$ cat config.mk
export PLATFORM = sky130hd
export DESIGN_NAME = ddo_ctrl
export DESIGN_NICKNAME = d
export VERILOG_FILES = /design/src/sv/ddo_pkg.sv /design/src/sv/ddo_ctrl.sv
export SDC_FILE = /design/constraint.sdc
export NUM_CORES = 1
export LEC_CHECK = 0
export ABC_AREA = 1
export CAP_MARGIN = 20
export CORE_ASPECT_RATIO = 1.4
export CORE_UTILIZATION = 44
export CTS_CLUSTER_DIAMETER = 150
export DETAILED_ROUTE_END_ITERATION = 8
export DONT_BUFFER_PORTS = 1
export SLEW_MARGIN = 20
export SYNTH_ARGS = -nofsm -noshare
export SYNTH_HDL_FRONTEND = slang
export SYNTH_SLANG_ARGS = --single-unit
$ cat constraint.sdc
create_clock -name i_clk -period 1.9 [get_ports i_clk]
set_input_delay 0.38 -clock i_clk [delete_from_list [all_inputs] [get_ports i_clk]]
set_output_delay 0.38 -clock i_clk [all_outputs]
set_load 0.01 [all_outputs]
$ cat src/sv/ddo_pkg.sv
// Shared types, codes, constants and tables of the differential-drive odometry unit.
package ddo_pkg;

    // Configuration port
    localparam int CFG_IDX_W  = 2;
    localparam int CFG_DATA_W = 24;
    localparam logic [CFG_IDX_W-1:0] REG_DIST = 2'd0;
    localparam logic [CFG_IDX_W-1:0] REG_WB   = 2'd1;

    localparam logic [23:0] DIST_RESET = 24'd128474;
    localparam logic [19:0] WB_RESET   = 20'd16974;

    // Fixed-point constants: 2^31/pi, CORDIC start value (Q30)
    localparam logic signed [31:0] RAD_TO_ANG32 = 32'sd683565276;
    localparam logic signed [33:0] CORDIC_K     = 34'sd652032874;
    localparam int ATAN_ENTRIES = 24;
    localparam int ATAN_IDX_W   = 5;

    // Divider geometry: magnitude of dividend, divisor, signed quotient and remainder
    localparam int DIV_NW = 52;
    localparam int DIV_DW = 36;
    localparam int DIV_QW = 53;
    localparam int DIV_RW = 37;

    typedef struct packed {
        logic signed [15:0] left_increments;
        logic signed [15:0] right_increments;
        logic        [15:0] interval_ms;
    } t_item;

    typedef struct packed {
        logic signed [31:0] right_speed;
        logic signed [31:0] left_speed;
        logic signed [31:0] linear_speed;
        logic signed [31:0] angular_speed;
        logic signed [31:0] x_position;
        logic signed [31:0] y_position;
        logic signed [15:0] heading;
    } t_result;

    typedef enum logic [4:0] {
        S_IDLE, S_M_DL, S_M_DR, S_M_WD,
        S_DV_VR, S_W_VR, S_DV_VL, S_W_VL, S_DV_AN, S_W_AN,
        S_DV_QM, S_W_QM, S_M_MR, S_DV_T, S_W_T,
        S_M_QLO, S_M_QHI, S_D32,
        S_C_INIT, S_C_RUN, S_C_FIN,
        S_M_XLO, S_M_XHI, S_M_YLO, S_M_YHI, S_ACC_Y, S_POSE
    } t_state;

    typedef enum logic [4:0] {
        CMD_IDLE, CMD_LOAD, CMD_M_DL, CMD_M_DR, CMD_M_WD,
        CMD_DV_VR, CMD_ST_VR, CMD_DV_VL, CMD_ST_VL, CMD_DV_AN, CMD_ST_AN,
        CMD_DV_QM, CMD_ST_QM, CMD_M_MR, CMD_DV_T, CMD_ST_T,
        CMD_M_QLO, CMD_M_QHI, CMD_D32,
        CMD_C_INIT, CMD_C_RUN, CMD_C_FIN,
        CMD_M_XLO, CMD_M_XHI, CMD_M_YLO, CMD_M_YHI, CMD_ACC_Y, CMD_POSE
    } t_cmd;

    typedef struct packed {
        t_cmd cmd;
    } t_ctrl;

    typedef struct packed {
        logic div_busy;
        logic cordic_last;
        logic out_free;
    } t_stat;

    // Arctangent of 2^-i, 2^32 = one turn
    function automatic logic [31:0] atan_angle(input logic [ATAN_IDX_W-1:0] idx);
        logic [31:0] v;
        case (idx)
            5'd0:  v = 32'h20000000;
            5'd1:  v = 32'h12E4051E;
            5'd2:  v = 32'h09FB385B;
            5'd3:  v = 32'h051111D4;
            5'd4:  v = 32'h028B0D43;
            5'd5:  v = 32'h0145D7E1;
            5'd6:  v = 32'h00A2F61E;
            5'd7:  v = 32'h00517C55;
            5'd8:  v = 32'h0028BE53;
            5'd9:  v = 32'h00145F2F;
            5'd10: v = 32'h000A2F98;
            5'd11: v = 32'h000517CC;
            5'd12: v = 32'h00028BE6;
            5'd13: v = 32'h000145F3;
            5'd14: v = 32'h0000A2F9;
            5'd15: v = 32'h0000517C;
            5'd16: v = 32'h000028BE;
            5'd17: v = 32'h0000145F;
            5'd18: v = 32'h00000A2F;
            5'd19: v = 32'h00000517;
            5'd20: v = 32'h0000028B;
            5'd21: v = 32'h00000145;
            5'd22: v = 32'h000000A2;
            5'd23: v = 32'h00000051;
            default: v = 32'h0;
        endcase
        return v;
    endfunction

    function automatic logic signed [31:0] sat32(input logic signed [DIV_QW-1:0] v);
        logic signed [31:0] r;
        if (v > 53'sd2147483647) begin
            r = 32'sh7FFFFFFF;
        end else if (v < -53'sd2147483648) begin
            r = 32'sh80000000;
        end else begin
            r = v[31:0];
        end
        return r;
    endfunction

endpackage

$ cat src/sv/ddo_ctrl.sv
// Sequencer that steps the datapath through one odometry update.
module ddo_ctrl (
    input  logic           i_clk,
    input  logic           i_rst_n,
    input  logic           i_in_valid,
    output logic           o_in_ready,
    input  ddo_pkg::t_stat i_stat,
    output ddo_pkg::t_ctrl o_ctrl
);
    ddo_pkg::t_state r_state;
    ddo_pkg::t_state n_state;

    always_ff @(posedge i_clk) begin
        if (!i_rst_n) begin
            r_state <= ddo_pkg::S_IDLE;
        end else begin
            r_state <= n_state;
        end
    end

    always_comb begin
        n_state = r_state;
        unique case (r_state)
            ddo_pkg::S_IDLE:   if (i_in_valid) n_state = ddo_pkg::S_M_DL;
            ddo_pkg::S_M_DL:   n_state = ddo_pkg::S_M_DR;
            ddo_pkg::S_M_DR:   n_state = ddo_pkg::S_M_WD;
            ddo_pkg::S_M_WD:   n_state = ddo_pkg::S_DV_VR;
            ddo_pkg::S_DV_VR:  n_state = ddo_pkg::S_W_VR;
            ddo_pkg::S_W_VR:   if (!i_stat.div_busy) n_state = ddo_pkg::S_DV_VL;
            ddo_pkg::S_DV_VL:  n_state = ddo_pkg::S_W_VL;
            ddo_pkg::S_W_VL:   if (!i_stat.div_busy) n_state = ddo_pkg::S_DV_AN;
            ddo_pkg::S_DV_AN:  n_state = ddo_pkg::S_W_AN;
            ddo_pkg::S_W_AN:   if (!i_stat.div_busy) n_state = ddo_pkg::S_DV_QM;
            ddo_pkg::S_DV_QM:  n_state = ddo_pkg::S_W_QM;
            ddo_pkg::S_W_QM:   if (!i_stat.div_busy) n_state = ddo_pkg::S_M_MR;
            ddo_pkg::S_M_MR:   n_state = ddo_pkg::S_DV_T;
            ddo_pkg::S_DV_T:   n_state = ddo_pkg::S_W_T;
            ddo_pkg::S_W_T:    if (!i_stat.div_busy) n_state = ddo_pkg::S_M_QLO;
            ddo_pkg::S_M_QLO:  n_state = ddo_pkg::S_M_QHI;
            ddo_pkg::S_M_QHI:  n_state = ddo_pkg::S_D32;
            ddo_pkg::S_D32:    n_state = ddo_pkg::S_C_INIT;
            ddo_pkg::S_C_INIT: n_state = ddo_pkg::S_C_RUN;
            ddo_pkg::S_C_RUN:  if (i_stat.cordic_last) n_state = ddo_pkg::S_C_FIN;
            ddo_pkg::S_C_FIN:  n_state = ddo_pkg::S_M_XLO;
            ddo_pkg::S_M_XLO:  n_state = ddo_pkg::S_M_XHI;
            ddo_pkg::S_M_XHI:  n_state = ddo_pkg::S_M_YLO;
            ddo_pkg::S_M_YLO:  n_state = ddo_pkg::S_M_YHI;
            ddo_pkg::S_M_YHI:  n_state = ddo_pkg::S_ACC_Y;
            ddo_pkg::S_ACC_Y:  n_state = ddo_pkg::S_POSE;
            ddo_pkg::S_POSE:   if (i_stat.out_free) n_state = ddo_pkg::S_IDLE;
            default:           n_state = ddo_pkg::S_IDLE;
        endcase
    end

    always_comb begin
        o_in_ready = 1'b0;
        o_ctrl.cmd = ddo_pkg::CMD_IDLE;
        unique case (r_state)
            ddo_pkg::S_IDLE: begin
                o_in_ready = 1'b1;
                if (i_in_valid) o_ctrl.cmd = ddo_pkg::CMD_LOAD;
            end
            ddo_pkg::S_M_DL:   o_ctrl.cmd = ddo_pkg::CMD_M_DL;
            ddo_pkg::S_M_DR:   o_ctrl.cmd = ddo_pkg::CMD_M_DR;
            ddo_pkg::S_M_WD:   o_ctrl.cmd = ddo_pkg::CMD_M_WD;
            ddo_pkg::S_DV_VR:  o_ctrl.cmd = ddo_pkg::CMD_DV_VR;
            ddo_pkg::S_W_VR:   if (!i_stat.div_busy) o_ctrl.cmd = ddo_pkg::CMD_ST_VR;
            ddo_pkg::S_DV_VL:  o_ctrl.cmd = ddo_pkg::CMD_DV_VL;
            ddo_pkg::S_W_VL:   if (!i_stat.div_busy) o_ctrl.cmd = ddo_pkg::CMD_ST_VL;
            ddo_pkg::S_DV_AN:  o_ctrl.cmd = ddo_pkg::CMD_DV_AN;
            ddo_pkg::S_W_AN:   if (!i_stat.div_busy) o_ctrl.cmd = ddo_pkg::CMD_ST_AN;
            ddo_pkg::S_DV_QM:  o_ctrl.cmd = ddo_pkg::CMD_DV_QM;
            ddo_pkg::S_W_QM:   if (!i_stat.div_busy) o_ctrl.cmd = ddo_pkg::CMD_ST_QM;
            ddo_pkg::S_M_MR:   o_ctrl.cmd = ddo_pkg::CMD_M_MR;
            ddo_pkg::S_DV_T:   o_ctrl.cmd = ddo_pkg::CMD_DV_T;
            ddo_pkg::S_W_T:    if (!i_stat.div_busy) o_ctrl.cmd = ddo_pkg::CMD_ST_T;
            ddo_pkg::S_M_QLO:  o_ctrl.cmd = ddo_pkg::CMD_M_QLO;
            ddo_pkg::S_M_QHI:  o_ctrl.cmd = ddo_pkg::CMD_M_QHI;
            ddo_pkg::S_D32:    o_ctrl.cmd = ddo_pkg::CMD_D32;
            ddo_pkg::S_C_INIT: o_ctrl.cmd = ddo_pkg::CMD_C_INIT;
            ddo_pkg::S_C_RUN:  o_ctrl.cmd = ddo_pkg::CMD_C_RUN;
            ddo_pkg::S_C_FIN:  o_ctrl.cmd = ddo_pkg::CMD_C_FIN;
            ddo_pkg::S_M_XLO:  o_ctrl.cmd = ddo_pkg::CMD_M_XLO;
            ddo_pkg::S_M_XHI:  o_ctrl.cmd = ddo_pkg::CMD_M_XHI;
            ddo_pkg::S_M_YLO:  o_ctrl.cmd = ddo_pkg::CMD_M_YLO;
            ddo_pkg::S_M_YHI:  o_ctrl.cmd = ddo_pkg::CMD_M_YHI;
            ddo_pkg::S_ACC_Y:  o_ctrl.cmd = ddo_pkg::CMD_ACC_Y;
            ddo_pkg::S_POSE:   if (i_stat.out_free) o_ctrl.cmd = ddo_pkg::CMD_POSE;
            default:           o_ctrl.cmd = ddo_pkg::CMD_IDLE;
        endcase
    end

endmodule

======== Word level (Yosys, flattened, before mapping) ========
Cells that the tools add are included.
storage, ports and cells
  bits in registers ....................... 5
  input bits .............................. 6
  output and inout port bits .............. 6
  word-level logic and storage cells ...... 55
cells by class
  equality and inequality tests ........... 34
  muxes and demuxes ....................... 18
  reductions and logical operators ........ 2
operator list
  cell                                                             number
  5-bit one-hot mux with 27 select lines                           2
  5-bit == test, second input constant                             11
  5-bit two-way mux                                                9
  5-bit by 4-bit == test with 1-bit output, second input constant  8
  5-bit by 3-bit == test with 1-bit output, second input constant  4
  4-bit two-way mux                                                4
  2-bit inequality test, second input constant                     8
  5-bit by 2-bit == test with 1-bit output, second input constant  2
  8-bit AND reduction                                              1
  5-bit by 1-bit == test with 1-bit output, second input constant  1
  5-bit logical NOT                                                1
  3-bit two-way mux                                                1
  1-bit two-way mux                                                2

======== Depth between registers and ports, before layout ========
  word-level depth ........................ 3
  mapped depth ............................ 10
  depth with buffers taken out ............ 10

======== Least setup slack after synthesis ========
Ideal clock, no wire load.
  kind .................................... flip-flop to output port
  start ................................... register r_state[1]
  end ..................................... output o_ctrl[0] (netlist name)
  data arrival time ....................... 1.218 ns
  required time ........................... 1.520 ns
  slack ................................... 0.302 ns
  stages on the path, launching flop included .. 8
  buffers on the path ..................... 0
  path through ............................ dfxtp_1 nand2_1 nor2_2 nand2_1 or2_1 nand2_1 nor2_1 nand4_1
RTL lines
  element                 RTL line        RTL
  from (decl)             ddo_ctrl.sv:10  ddo_pkg::t_state r_state;
  from (signal assigned)  ddo_ctrl.sv:15  r_state <= ddo_pkg::S_IDLE;
  from (signal assigned)  ddo_ctrl.sv:17  r_state <= n_state;
  to (decl)               ddo_ctrl.sv:8   output ddo_pkg::t_ctrl o_ctrl

==> out/results.md <==
| Parameter | This run | Unit |
|---|---|---|
| Buffers added on ports | 0 | - |
| Post-detailed-route via-to-cell ratio | 5.61 | - |
| Global-route wire length before repair | 3890 | um |
| Count of endpoints failing setup in the final report | 0 | - |
| Sequence of cells on the critical path | inv_2 -> nand2_1 -> nor2_1 -> nor3_1 -> nand4_1 | - |
| Vias in the first global route | 945 | - |
| Vias after detailed routing | 1049 | - |
| Final wirelength | 2450 | um |
| Remaining antenna violation count after routing | 0 | - |
| Seq/Total Area, Yosys | 12.2 | % |
| Internal | 549 | uW |
| Largest Register | r_state | - |
| Share of cells above drive strength 1 | 25.7 | % |
| Max-capacitance violation count | 0 | - |
| Worst path required time | 1520 | ps |
| Antenna fix cells | 0 | - |
| Worst clock skew on the final layout | 1.74 | ps |
| Area of the placeable core | 0.00176 | mm^2 |
| Number of buffers and inverters on the critical path | 1 | - |
| Flip-flop count of the largest register, all copies and words added | 5 | - |
| CTS tree | yes | - |
| Category of the critical setup timing path | reg2out | - |
| Transition time at the pin with the least slew margin | 252 | ps |
| Endpoint arrival time on the critical path | 1510 | ps |
| Share of power burned in the clock network | 9.7 | % |
| Number of buffers added to fix hold violations after cts | 0 | - |
| Tcrit/Tclk final | 99.4 | % |
| Endpoint type of the worst setup path | primary output | - |
| Cell with the largest stage delay on the worst path | dfxtp_4 | - |
| Dominant delay contributor by cell family on the critical path | simple AND/OR/NAND/NOR gates | - |
| Core Rows | 18 | - |
| Leakage power total | 0.506 | nW |
| Total clock buffers created by CTS | 3 | - |
| Later-pin clock latency in the skew report | 240 | ps |
| Sequential Power Share | 18.2 | % |
| Top flop regs | r_state (5) | - |
| Cell count after synthesis | 155 | - |
| Growth of design area from synthesis to finish | 20.9 | % |
| Maximum frequency from static timing analysis | 0.530 | GHz |
| Global placement routability congestion | 0.917 | - |
| Count of final hold-check violations | 0 | - |
| Worst Setup Start Kind | flop | - |
| Post-route DRC | 0 | - |
| Total standard cell area after synthesis | 822 | um^2 |
| Max stage delay on crit path | 440 | ps |
| Sum of internal, switching and leakage power | 1.22 | mW |
| Normalized max-slew margin | 83.2 | % |
| Overall die height | 53.1 | um |
| Number of antenna violations at the first check in global routing | 0 | - |
| I/O pin total | 12 | - |
| Run status | complete, no violations | - |
| Logic gate share of total power | 72.1 | % |
| Initial DRC count | 26 | - |
| Max rail drop VDD | 0.000694 | V |
| Number of different library cells in the post-synthesis netlist | 26 | - |
| Total number of nets in the final design | 174 | - |
| Type of the most critical hold path | in2reg | - |
| Final Max Slew Viols | 0 | - |
| Largest net degree at the start of global routing | 12 | - |
| Place WS | 147 | ps |
| Switching fraction of total power | 54.9 | % |
| Final setup slack of the worst path | 12.0 | ps |
| Sum of overflow across all layers after global routing | 0 | - |
| Horizontal die dimension | 38.5 | um |
| Register bit count reported by yosys | 5 | - |
| Fraction of registers with async set or reset after synthesis | 0 | % |
| GRT Total Usage | 27.3 | % |
| Clk pin slew, worst setup/hold paths | 40 | ps |
| Power density over cell area | 1220 | mW/mm^2 |
| Most instantiated flip-flop cell in the synthesis netlist | dfxtp_1 | - |
| Setup repair after global routing missed its margin | yes | - |
| Yosys warns | 0 | - |
| Routed length per placed instance | 13.1 | um |
| CTS max path bufs | 2 | - |
| Filler cell count | 193 | - |
| Net count of the mapped netlist | 161 | - |
| Net load switching power | 668 | uW |
| Sinks on Clock Net | 5 | - |
| Starting Density | 46.8 | % |
| Detailed placement HPWL | 1940 | um |
| H-tree depth | 1 | - |
| Smallest hold slack | 252 | ps |
| Min cycle time layout | 1890 | ps |
| Pre-Repair DR Iteration Count | 4 | - |
| Clock root buffer | clkbuf_4 | - |
| DIE AREA | 0.00205 | mm^2 |
| Crit path max fanout | 11 | - |
| Average cell area after synthesis | 5.30 | um^2 |
| Post-synth EDFFs | 0 | - |
-- final timing paths --
| path | to | startpoint | slack (ps) | cells past startpoint |
|---|---|---|---|---|
| setup / recovery | o_ctrl[3] | r_state[4] | 10 | 5 |
| hold / removal | r_state[4] | i_rst_n | 250 | 2 |
| hold reg to reg | r_state[1] | r_state[1] | 530 | 2 |
| setup reg to reg | r_state[0] | r_state[4] | 440 | 8 |
-- cells by family (layout without fill, tap and decap cells) --
family          Yosys count  count (layout)  synth area share (%)
simple gates            113             113                  66.7
buf+inv                  21              33                  9.74
compound gates           16              16                  11.4
flops                     5               5                  12.2
-- cell usage after synthesis, drive strengths merged, types with 3 or more instances --
master	n	area share, %
a21oi	7	4.7
dfxtp	5	12
inv	19	8.7
nand2	46	24
nand3	18	12
nand4	7	5.3
nor2	35	21
nor3	3	1.8
o21ai	7	4.7
-- what timing repair did --
item / 4_1_cts / 5_1_grt
cloned: 0 / 0
endpoints found under the setup margin: 5 / 5
resized for setup: 6 / 16
pin swaps: 1 / 8
setup buffers: 0 / 6
-- stage by stage --
stage | TNS, ps | std cells | util (%) | cell area, um^2
after floorplan | 0 | 155 | - | 822
after global placement | 0 | 177 | 49.4 | 868
after detailed placement | 0 | 177 | 49.4 | 868
after CTS | -1.61 | 181 | 51.9 | 911
after global routing | -153 | 187 | 56.6 | 993
final | 0 | 187 | 56.6 | 993
-- layout make-up --
| class | instances | area [um^2] | area share, % |
|---|---|---|---|
| Clock buffer | 4 | 26.3 | 2.64 |
| Tap cell | 20 | 25.0 | 2.52 |
| Inverter | 19 | 76.3 | 7.68 |
| Timing Repair Buffer | 10 | 75.1 | 7.56 |
| Sequential cell | 5 | 114 | 11.5 |
| Multi-Input combinational cell | 129 | 677 | 68.1 |
-- per-layer routing --
layer / part of all wire [%] / vias up / global-route usage (%)
li1: - / 534 / -
met1: 42 / 465 / 31.9
met2: 51 / 42 / 45.0
met3: 4.5 / 8 / 3.78
met4: 3.3 / 0 / 16.7
met5: 0 / - / 0
-- cell usage in the layout (no fill, tap or decap) --
cell / synthesis / layout
o21ai_1: 2 / 2
buf_4: 0 / 10
o221ai_1: 1 / 1
nor3_1: 3 / 3
nand3_1: 16 / 16
clkbuf_4: 0 / 3
inv_4: 0 / 2
o21a_1: 1 / 1
nand3b_1: 1 / 1
nand2_1: 43 / 40
and2_1: 1 / 1
and3_1: 1 / 1
nand2_2: 2 / 4
a21oi_1: 6 / 6
inv_1: 14 / 13
nand2_4: 0 / 1
dfxtp_2: 0 / 2
or2_1: 1 / 1
inv_2: 5 / 4
dfxtp_4: 0 / 3
nand4_1: 7 / 7
nand3_2: 2 / 2
o21ai_0: 4 / 2
a21oi_2: 1 / 1
o21ai_2: 1 / 3
clkbuf_1: 1 / 1
nor2_1: 28 / 28
nor2_4: 4 / 7
nand2_8: 1 / 1
-- power by group through the flow --
stage	Combinational (mW)	Clock, mW	Sequential (mW)
global placement	0.774	0	0.194
finish	0.877	0.118	0.222
CTS	0.789	0.124	0.203
global route	0.962	0.136	0.229
floorplan	0.603	0	0.182
detailed placement	0.775	0	0.196
No activity file was read; power rests on OpenSTA's default activity.
